`config.mk`:
```
export PLATFORM = sky130hd
export DESIGN_NAME = mivm_seq
export DESIGN_NICKNAME = d
export VERILOG_FILES = /design/src/hdl/mivm_pkg.sv /design/src/hdl/mivm_seq.sv
export SDC_FILE = /design/constraint.sdc
export NUM_CORES = 2
export LEC_CHECK = 0
export ABC_AREA = 0
export BUFFER_PORTS_ARGS = -buffer_cell sky130_fd_sc_hd__buf_4
export CORE_ASPECT_RATIO = 1.1
export CORE_UTILIZATION = 55
export DETAILED_ROUTE_END_ITERATION = 8
export PLACE_DENSITY_LB_ADDON = 0.05
export SLEW_MARGIN = 20
export SYNTH_ARGS = -nofsm -noshare
export SYNTH_HDL_FRONTEND = slang
export SYNTH_SLANG_ARGS = --single-unit
```
`constraint.sdc`:
```
create_clock -name clk -period 9.7 [get_ports clk]
set_input_delay 2.425 -clock clk [delete_from_list [all_inputs] [get_ports clk]]
set_output_delay 2.425 -clock clk [all_outputs]
set_load 0.01 [all_outputs]
```
`src/hdl/mivm_pkg.sv`:
```
`default_nettype none

package mivm_pkg;

	// command codes
	localparam logic [1:0] CMD_LOAD  = 2'd0;
	localparam logic [1:0] CMD_START = 2'd1;
	localparam logic [1:0] CMD_STEP  = 2'd2;

	// status codes
	localparam logic [2:0] ST_RUN    = 3'd0;
	localparam logic [2:0] ST_HALT   = 3'd1;
	localparam logic [2:0] ST_OVF    = 3'd2;
	localparam logic [2:0] ST_BADCHR = 3'd3;
	localparam logic [2:0] ST_BADOP  = 3'd4;

	// output kinds
	localparam logic [1:0] KIND_NONE = 2'd0;
	localparam logic [1:0] KIND_INT  = 2'd1;
	localparam logic [1:0] KIND_CHR  = 2'd2;

	// opcodes
	localparam logic [3:0] OP_HALT      = 4'd0;
	localparam logic [3:0] OP_ADD       = 4'd1;
	localparam logic [3:0] OP_MUL       = 4'd2;
	localparam logic [3:0] OP_SUB       = 4'd3;
	localparam logic [3:0] OP_COPY      = 4'd4;
	localparam logic [3:0] OP_JUMP      = 4'd5;
	localparam logic [3:0] OP_READ      = 4'd6;
	localparam logic [3:0] OP_PRINT_INT = 4'd7;
	localparam logic [3:0] OP_PRINT_CHR = 4'd8;

	localparam logic [31:0] CHAR_MAX = 32'd127;

	typedef struct packed {
		logic [31:0] pc;
		logic [31:0] value;
		logic [1:0]  kind;
		logic [2:0]  status;
	} res_t;

	function automatic res_t mk_res(input logic [2:0] st, input logic [1:0] kd,
			input logic [31:0] v, input logic [31:0] p);
		res_t r;
		r.status = st;
		r.kind   = kd;
		r.value  = v;
		r.pc     = p;
		return r;
	endfunction

endpackage

`default_nettype wire

```
`src/hdl/mivm_seq.sv`:
```
`default_nettype none

module mivm_seq
	import mivm_pkg::*;
#(
	parameter int MEM_WORDS = 1024,
	parameter int AW        = 10
) (
	input  wire logic          clk,
	input  wire logic          arst_n,
	input  wire logic          in_valid,
	output logic               in_ready,
	input  wire logic [1:0]    cmd,
	input  wire logic [9:0]    waddr,
	input  wire logic [31:0]   wval,
	input  wire logic [10:0]   words_in_use,
	input  wire logic          out_free,
	output logic               done_valid,
	output res_t               res,
	output logic               ram_we,
	output logic [AW-1:0]      ram_waddr,
	output logic [31:0]        ram_wdata,
	output logic               ram_re,
	output logic [AW-1:0]      ram_raddr,
	input  wire logic [31:0]   ram_rdata
);

	localparam logic [31:0] MemWords = 32'(MEM_WORDS);

	typedef enum logic [2:0] {
		S_IDLE, S_OPC, S_OP1, S_VAL1, S_OP2, S_VAL2, S_OP3, S_DONE
	} state_t;

	state_t      state_q;
	logic [31:0] pc_q;
	logic        run_q;
	logic [3:0]  code_q;
	logic [31:0] a_q;
	logic [31:0] alu_q;
	logic [31:0] wval_q;
	res_t        res_q;

	logic [31:0] limit;
	logic [31:0] pc_inc;
	logic [31:0] pc_inc2;
	logic [31:0] waddr32;
	logic        pc_ok;
	logic        fetch_ok;
	logic        rdata_ok;
	logic        load_ok;
	logic        arith;
	logic [31:0] rd_addr;
	logic [31:0] wr_addr;
	logic [31:0] alu_d;

	assign limit    = (32'(words_in_use) < MemWords) ? 32'(words_in_use) : MemWords;
	assign pc_inc   = pc_q + 32'd1;
	assign pc_inc2  = pc_q + 32'd2;
	assign waddr32  = 32'(waddr);
	assign pc_ok    = pc_q < limit;
	assign fetch_ok = pc_inc < limit;
	assign rdata_ok = ram_rdata < limit;
	assign load_ok  = waddr32 < MemWords;
	assign arith    = (code_q == OP_ADD) || (code_q == OP_MUL) || (code_q == OP_SUB);

	always_comb begin
		case (code_q)
			OP_ADD:  alu_d = a_q + ram_rdata;
			OP_MUL:  alu_d = a_q * ram_rdata;
			OP_SUB:  alu_d = a_q - ram_rdata;
			default: alu_d = '0;
		endcase
	end

	// memory port control
	always_comb begin
		ram_re    = 1'b0;
		rd_addr   = pc_q;
		ram_we    = 1'b0;
		wr_addr   = ram_rdata;
		ram_wdata = wval_q;
		case (state_q)
			S_IDLE: begin
				if (in_valid && cmd == CMD_STEP && run_q && pc_ok) begin
					ram_re = 1'b1;
				end
				if (in_valid && cmd == CMD_LOAD && load_ok) begin
					ram_we    = 1'b1;
					wr_addr   = waddr32;
					ram_wdata = wval;
				end
			end
			S_OPC: begin
				if (ram_rdata != 32'd0 && ram_rdata <= 32'(OP_PRINT_CHR) && fetch_ok) begin
					ram_re  = 1'b1;
					rd_addr = pc_inc;
				end
			end
			S_OP1: begin
				if (code_q == OP_READ) begin
					ram_we = rdata_ok;
				end else begin
					ram_re  = rdata_ok;
					rd_addr = ram_rdata;
				end
			end
			S_VAL1: begin
				if (code_q != OP_PRINT_INT && code_q != OP_PRINT_CHR && fetch_ok) begin
					ram_re  = 1'b1;
					rd_addr = pc_inc;
				end
			end
			S_OP2: begin
				ram_re  = rdata_ok;
				rd_addr = ram_rdata;
			end
			S_VAL2: begin
				ram_re  = fetch_ok;
				rd_addr = pc_inc;
			end
			S_OP3: begin
				if ((arith || code_q == OP_COPY) && rdata_ok) begin
					ram_we    = 1'b1;
					ram_wdata = (code_q == OP_COPY) ? a_q : alu_q;
				end
			end
			default: ;
		endcase
	end

	assign ram_raddr  = rd_addr[AW-1:0];
	assign ram_waddr  = wr_addr[AW-1:0];
	assign in_ready   = state_q == S_IDLE;
	assign done_valid = (state_q == S_DONE) && out_free;
	assign res        = res_q;

	always_ff @(posedge clk or negedge arst_n) begin
		if (!arst_n) begin
			state_q <= S_IDLE;
			pc_q    <= '0;
			run_q   <= 1'b0;
			code_q  <= OP_HALT;
			a_q     <= '0;
			alu_q   <= '0;
			wval_q  <= '0;
			res_q   <= '0;
		end else begin
			case (state_q)
				S_IDLE: begin
					if (in_valid) begin
						wval_q <= wval;
						case (cmd)
							CMD_START: begin
								pc_q    <= '0;
								run_q   <= 1'b1;
								res_q   <= mk_res(ST_RUN, KIND_NONE, '0, '0);
								state_q <= S_DONE;
							end
							CMD_STEP: begin
								if (run_q && pc_ok) begin
									state_q <= S_OPC;
								end else if (run_q) begin
									run_q   <= 1'b0;
									res_q   <= mk_res(ST_OVF, KIND_NONE, '0, pc_q);
									state_q <= S_DONE;
								end else begin
									res_q   <= mk_res(ST_HALT, KIND_NONE, '0, pc_q);
									state_q <= S_DONE;
								end
							end
							default: begin
								res_q   <= mk_res(run_q ? ST_RUN : ST_HALT, KIND_NONE, '0, pc_q);
								state_q <= S_DONE;
							end
						endcase
					end
				end
				S_OPC: begin
					if (ram_rdata == 32'd0) begin
						pc_q    <= pc_inc;
						run_q   <= 1'b0;
						res_q   <= mk_res(ST_HALT, KIND_NONE, '0, pc_inc);
						state_q <= S_DONE;
					end else if (ram_rdata <= 32'(OP_PRINT_CHR)) begin
						code_q <= ram_rdata[3:0];
						if (fetch_ok) begin
							pc_q    <= pc_inc;
							state_q <= S_OP1;
						end else begin
							pc_q    <= pc_inc2;
							run_q   <= 1'b0;
							res_q   <= mk_res(ST_OVF, KIND_NONE, '0, pc_inc2);
							state_q <= S_DONE;
						end
					end else begin
						pc_q    <= pc_inc;
						run_q   <= 1'b0;
						res_q   <= mk_res(ST_BADOP, KIND_NONE, '0, pc_inc);
						state_q <= S_DONE;
					end
				end
				S_OP1: begin
					if (code_q == OP_READ) begin
						pc_q    <= pc_inc;
						res_q   <= mk_res(ST_RUN, KIND_NONE, '0, pc_inc);
						state_q <= S_DONE;
					end else if (rdata_ok) begin
						state_q <= S_VAL1;
					end else begin
						pc_q    <= pc_inc;
						run_q   <= 1'b0;
						res_q   <= mk_res(ST_OVF, KIND_NONE, '0, pc_inc);
						state_q <= S_DONE;
					end
				end
				S_VAL1: begin
					a_q <= ram_rdata;
					if (code_q == OP_PRINT_INT) begin
						pc_q    <= pc_inc;
						res_q   <= mk_res(ST_RUN, KIND_INT, ram_rdata, pc_inc);
						state_q <= S_DONE;
					end else if (code_q == OP_PRINT_CHR) begin
						pc_q <= pc_inc;
						if (ram_rdata <= CHAR_MAX) begin
							res_q <= mk_res(ST_RUN, KIND_CHR, ram_rdata, pc_inc);
						end else begin
							run_q <= 1'b0;
							res_q <= mk_res(ST_BADCHR, KIND_NONE, '0, pc_inc);
						end
						state_q <= S_DONE;
					end else if (fetch_ok) begin
						pc_q    <= pc_inc;
						state_q <= arith ? S_OP2 : S_OP3;
					end else begin
						pc_q    <= pc_inc2;
						run_q   <= 1'b0;
						res_q   <= mk_res(ST_OVF, KIND_NONE, '0, pc_inc2);
						state_q <= S_DONE;
					end
				end
				S_OP2: begin
					if (rdata_ok) begin
						state_q <= S_VAL2;
					end else begin
						pc_q    <= pc_inc;
						run_q   <= 1'b0;
						res_q   <= mk_res(ST_OVF, KIND_NONE, '0, pc_inc);
						state_q <= S_DONE;
					end
				end
				S_VAL2: begin
					alu_q <= alu_d;
					if (fetch_ok) begin
						pc_q    <= pc_inc;
						state_q <= S_OP3;
					end else begin
						pc_q    <= pc_inc2;
						run_q   <= 1'b0;
						res_q   <= mk_res(ST_OVF, KIND_NONE, '0, pc_inc2);
						state_q <= S_DONE;
					end
				end
				S_OP3: begin
					// jump taken lands one past the target
					if (code_q == OP_JUMP && !a_q[31]) begin
						pc_q  <= ram_rdata + 32'd1;
						res_q <= mk_res(ST_RUN, KIND_NONE, '0, ram_rdata + 32'd1);
					end else begin
						pc_q  <= pc_inc;
						res_q <= mk_res(ST_RUN, KIND_NONE, '0, pc_inc);
					end
					state_q <= S_DONE;
				end
				S_DONE: begin
					if (out_free) begin
						state_q <= S_IDLE;
					end
				end
				default: state_q <= S_IDLE;
			endcase
		end
	end

	a_no_rw_clash: assert property (@(posedge clk) disable iff (!arst_n)
		ram_we |-> !ram_re)
		else $error("memory read and write issued together");

	a_read_in_range: assert property (@(posedge clk) disable iff (!arst_n)
		ram_re |-> (rd_addr < limit))
		else $error("memory read beyond words in use");

	a_stop_reported: assert property (@(posedge clk) disable iff (!arst_n)
		$fell(run_q) |-> (res_q.status != ST_RUN))
		else $error("machine stopped with running status");

	a_accept_pending: assert property (@(posedge clk) disable iff (!arst_n)
		(in_valid && in_ready) |=> (state_q != S_IDLE))
		else $error("accepted transaction left no result pending");

endmodule

`default_nettype wire

```
-- After elaboration in Yosys (flattened, before gate mapping)
Index checks and enable logic that the tools add are counted.
- register bits: 205
- bits of input ports: 91
- output and inout port bits: 125
- logic and storage cells: 156
- $add $sub $neg: 5
- multiply operators: 1
- $lt $le $gt $ge: 7
- equal/unequal tests: 27
- muxes and demuxes: 75
- bitwise operators: 1
- reductions and logical operators: 29
- operator list (kind ; number):
    $mux W69 ; 10
    $pmux W69 S7 ; 1
    $mux W32 ; 13
    $pmux W32 S7 ; 1
    $pmux W69 S2 ; 1
    $lt A32 B11 Y1 ; 3
    $pmux W32 S3 ; 1
    $add A32 B1 Y32 const B ; 2
    $pmux W32 S2 ; 1
    $mux W10 ; 5
    $pmux W10 S5 ; 1
    $mux W37 ; 1
    $add A32 B2 Y32 const B ; 1
    $add A32 B32 Y32 ; 1
    $le A32 B4 Y1 const B ; 1
    $le A32 B7 Y1 const B ; 1
    $logic_not A32 Y1 ; 1
    $mul A32 B32 Y32 ; 1
    $reduce_bool A32 Y1 ; 1
    $sub A32 B32 Y32 ; 1
    $mux W3 ; 9
    $pmux W3 S8 ; 1
    $mux W1 ; 19
    $eq A4 B3 Y1 const B ; 4
    32 further kinds ; 64

-- Depth between registers and ports, before layout
- word-level depth: 8
- depth in mapped cells: 28
- mapped depth without buffers: 26

-- Worst setup path after synthesis
Ideal clock, no wire load.
- kind: input -> register
- start: input ram_rdata[8]
- end: register alu_q[29]
- setup time: 0.126 ns
- data arrival time: 9.175 ns
- required time: 9.574 ns
- slack: 0.399 ns
- stages on the path: 28
- buffers on the path: 3
- cells stage by stage: clkbuf_1 -> clkbuf_1 -> buf_1 -> nand2_1 -> fa_1 -> inv_1 -> fa_1 -> fa_1 -> inv_1 -> fa_1 -> inv_1 -> fa_1 -> inv_1 -> fa_1 -> inv_1 -> fa_1 -> fa_1 -> ha_1 -> o21ai_0 -> o21ai_0 -> o211ai_1 -> a21oi_1 -> nand2_1 -> o31a_1 -> o21ai_0 -> xor2_1 -> a221oi_1 -> nor2_1
- longest elaborated chain between the ends: 2
- elaborated cells on any way between the ends: 4
- classes of those cells: add/sub (2); mul (1); mux (1)
- RTL lines (item ; line ; source):
    from (decl) ; mivm_seq.sv:25 ; input wire logic [31:0] ram_rdata
    $mul A32 B32 Y32 (tied with other cells) ; mivm_seq.sv:69 ; OP_MUL: alu_d = a_q * ram_rdata;
    $pmux W32 S3 (*) ; mivm_seq.sv:67 ; case (code_q)
    to (signal assigned) ; mivm_seq.sv:252 ; alu_q <= alu_d;
    to (decl) ; mivm_seq.sv:39 ; logic [31:0] alu_q;
Mark *: on every way between the ends. The rest lies on a longest branch, timed or not.
A chain may end at the register's enable or synchronous reset.

-- Worst setup path after layout
- start: input ram_rdata[5]
- end: output ram_raddr[7]
- longest elaborated chain between the ends: 5
- elaborated cells on any way between the ends: 6
- classes of those cells: order compare (1); mux (2); reduce/logical (3)
- RTL lines (item ; line ; source):
    $le A32 B4 Y1 / $reduce_bool A32 Y1 (equally long branches) ; mivm_seq.sv:94 ; if (ram_rdata != 32'd0 && ram_rdata <= 32'(OP_PRINT_CHR) && fetch_ok) begin
    $logic_and A1 B1 Y1 (*) (2 in a row) ; mivm_seq.sv:94 ;
    $mux W10 (*) ; mivm_seq.sv:94 ;
    $pmux W10 S5 (*) ; mivm_seq.sv:82 ; case (state_q)
    to (decl) ; mivm_seq.sv:24 ; output logic [AW-1:0] ram_raddr,
Marks and branches as above.

==> metrics.cfg <==
[cts]
cts_tree = done
cts_setup_buffers = 0
cts.path.max_buffers = 3
h-tree-depth = 1
cts_resized = 0
cts.sink_count = 205
root_buffer = clkbuf_16
hold_buffers = 0
clkTransAtPathRegs_ps = 70
cts_made_buffers = 25
insertion_delay_ps = 600

[sta]
relSlewSlack_pct = 16.9
rsz0062_at_grt = no
worstMarginPinSlew_ps = 1250
clock.fmax_ghz = 0.113
timing.final.max_slew_violations = 0
fin_tns_setup_ps = 0
period_needed_ps = 8830
clock_skew_ps = 40.8
setup_viol = 0
hold_viol_final = 0
finalCritPeriodShare_pct = 91.1

[drt]
wl_per_cell_um = 26.4
avgViaCountPerCell = 6.37
drt_iter0_drc = 3370
ant_nets = 0
first_pass_iters = 8
drt-total-wl_um = 132000
vias = 31857
drc_errors = 0

[global_route]
track_usage_pct = 42.6
grt_max_degree = 93
grt_pass1_vias = 31829
antenna_found_initial = 11
gr-total-overflow = 0
grt_pass1_wl_um = 201000

[setup_path]
endpoint_kind = output pin
critPathKind = in -> out
rr_worst_depth = 26
path_max_fanout = 17
r2r-start = a_q[8]
worstPathArrival_ps = 6410
r2r_slack_ps = 1950
startpoint = ram_rdata[5]
required_ps = 7280
start_kind = input port

[yosys]
synthDistinctLibCells = 99
yosysMostFrequentCell = nand2_1
ys_async_sr_fraction_pct = 100
yosysTopAreaCell = fa_1
synthTopCellsByCount = nand2_1 (606), inv_1 (443), fa_1 (409), and2_1 (326), nor2_1 (245)
yosysWarnings = 0
synth_seq_area_share_pct = 15.1
syn_area_mm2 = 0.0339
ys_ff_latch = 205
ys_top_cells_by_area = fa_1 (24%), dfrtp_1 (15%), ha_1 (7.1%)
synth_cells = 4118
synth.avg_cell_area_um2 = 8.24
synth_edf_count = 0
synth_ff_type = dfrtp_1
syn-num-nets = 4810
synth_top_area_share_pct = 24.1

[layout]
finalNonFillerCells = 5005
drive_above_1_share_pct = 11.8
n_fill_cell = 5544
syn_to_final_growth_pct = 9.62
fin_nets = 4846

[floorplan]
rows = 95
dieWidth_um = 239
core_area_mm2 = 0.0610
io_pins = 216
dieHeight_um = 262
die_area_mm2 = 0.0627
start_util_pct = 55.6

[hold_path]
worstHoldStart = alu_q[6]
hold_path_class = reg -> reg
min_path_cells = 2

[placed_design]
finalWeightedCongestion = 1.04
portBuffers = 215
dp_cells = 4951
dp_hpwl_um = 96800

[job]
drv_cap = 0

[outcome]
status = complete, no violations

==> sequential cells by signal, summed over array words and instances, names as in the netlist <==
signal and count:
a_q 32, alu_q 32, code_q 4, pc_q 32
res 69, run_q 1, state_q 3, wval_q 32
==> worst max-delay path, stage by stage <==
cell,delay [ps]
buf_4,180
buf_4,230
buf_4,250
nor4_1,750
nand4_1,330
nor3b_1,380
nor2_1,250
nor2_1,660
nand4_2,280
a221o_1,460
buf_4,160
==> routing by layer <==
| metal | GRT usage, % | share of wire [%] | vias to the layer above |
|---|---|---|---|
| met5 | 0 | 0.052 | - |
| met4 | 23.1 | 6.7 | 4 |
| met3 | 7.96 | 10 | 493 |
| met2 | 66.9 | 45 | 1897 |
| met1 | 55.6 | 38 | 15715 |
| li1 | - | - | 13748 |
==> cell type report <==
cell class	instances	area, um^2	share of cell area (%)
Clock buffer	30	694	1.87
Tap cell	824	1030	2.77
Timing Repair Buffer	304	2300	6.19
Sequential cell	205	5130	13.8
Multi-Input combinational cell	3171	26000	70.0
Inverter	447	1680	4.51
Antenna cell	8	20.0	0.0538
Clock inverter	16	305	0.821
==> per-stage QoR <==
step	util (%)	setup WS (ps)	cell area (um^2)	hold WS, ps
6_report	61.0	867	37200	487
4_1_cts	61.0	870	37200	488
3_5_place_dp	59.3	261	36200	472
5_1_grt	61.0	439	37200	511
2_1_floorplan	-	399	33900	450
3_3_place_gp	59.3	383	36200	465
==> cell families (layout without fill, tap and decap cells) <==
group | count (synthesis) | after routing | synth area share [%]
other | 0 | 8 | 0
muxes | 49 | 49 | 1.60
AOI/OAI and AO/OA | 793 | 793 | 16.4
xor gates and xnor gates | 233 | 233 | 6.01
adders and majority gates | 601 | 601 | 31.2
and+or+nand+nor | 1495 | 1495 | 21.2
DFF | 205 | 205 | 15.1
buffers and inverters | 742 | 797 | 8.50
==> cell usage in the layout (no fill, tap or decap), types with 9 or more instances in the layout <==
cell type / count
and2_1: 326
buf_4: 302
nand4_1: 32
a21o_1: 48
nor2b_1: 14
nand2_1: 603
a21oi_1: 176
o21ai_0: 140
xnor2_1: 149
a221oi_1: 36
mux2_2: 43
nor3_1: 48
and3_1: 17
clkbuf_16: 25
a211oi_1: 30
o21ai_1: 17
o221a_2: 33
or3_1: 17
nor2_1: 242
o221ai_1: 25
o211ai_1: 31
o2111ai_1: 9
and4_1: 12
dfrtp_1: 204
o31ai_1: 18
a22oi_1: 12
a22o_1: 32
nor4_1: 18
nand2b_1: 19
o22ai_1: 24
or4_1: 11
xor2_1: 84
nand3_1: 90
fa_1: 409
ha_1: 192
inv_1: 443
a31oi_1: 22
or2_2: 9
o21a_1: 18
==> path summary, 6_finish.rpt <==
kind	end
setup reg to reg	alu_q[30]
min in group asynchronous	wval_q[11]
max in group asynchronous	res[3]
hold / removal	alu_q[6]
hold reg to reg	alu_q[6]
setup / recovery	ram_raddr[7]
Power is left out: the tool's default activity adds up to more than one toggle a clock period on the data nets, which glitch-free logic cannot reach.
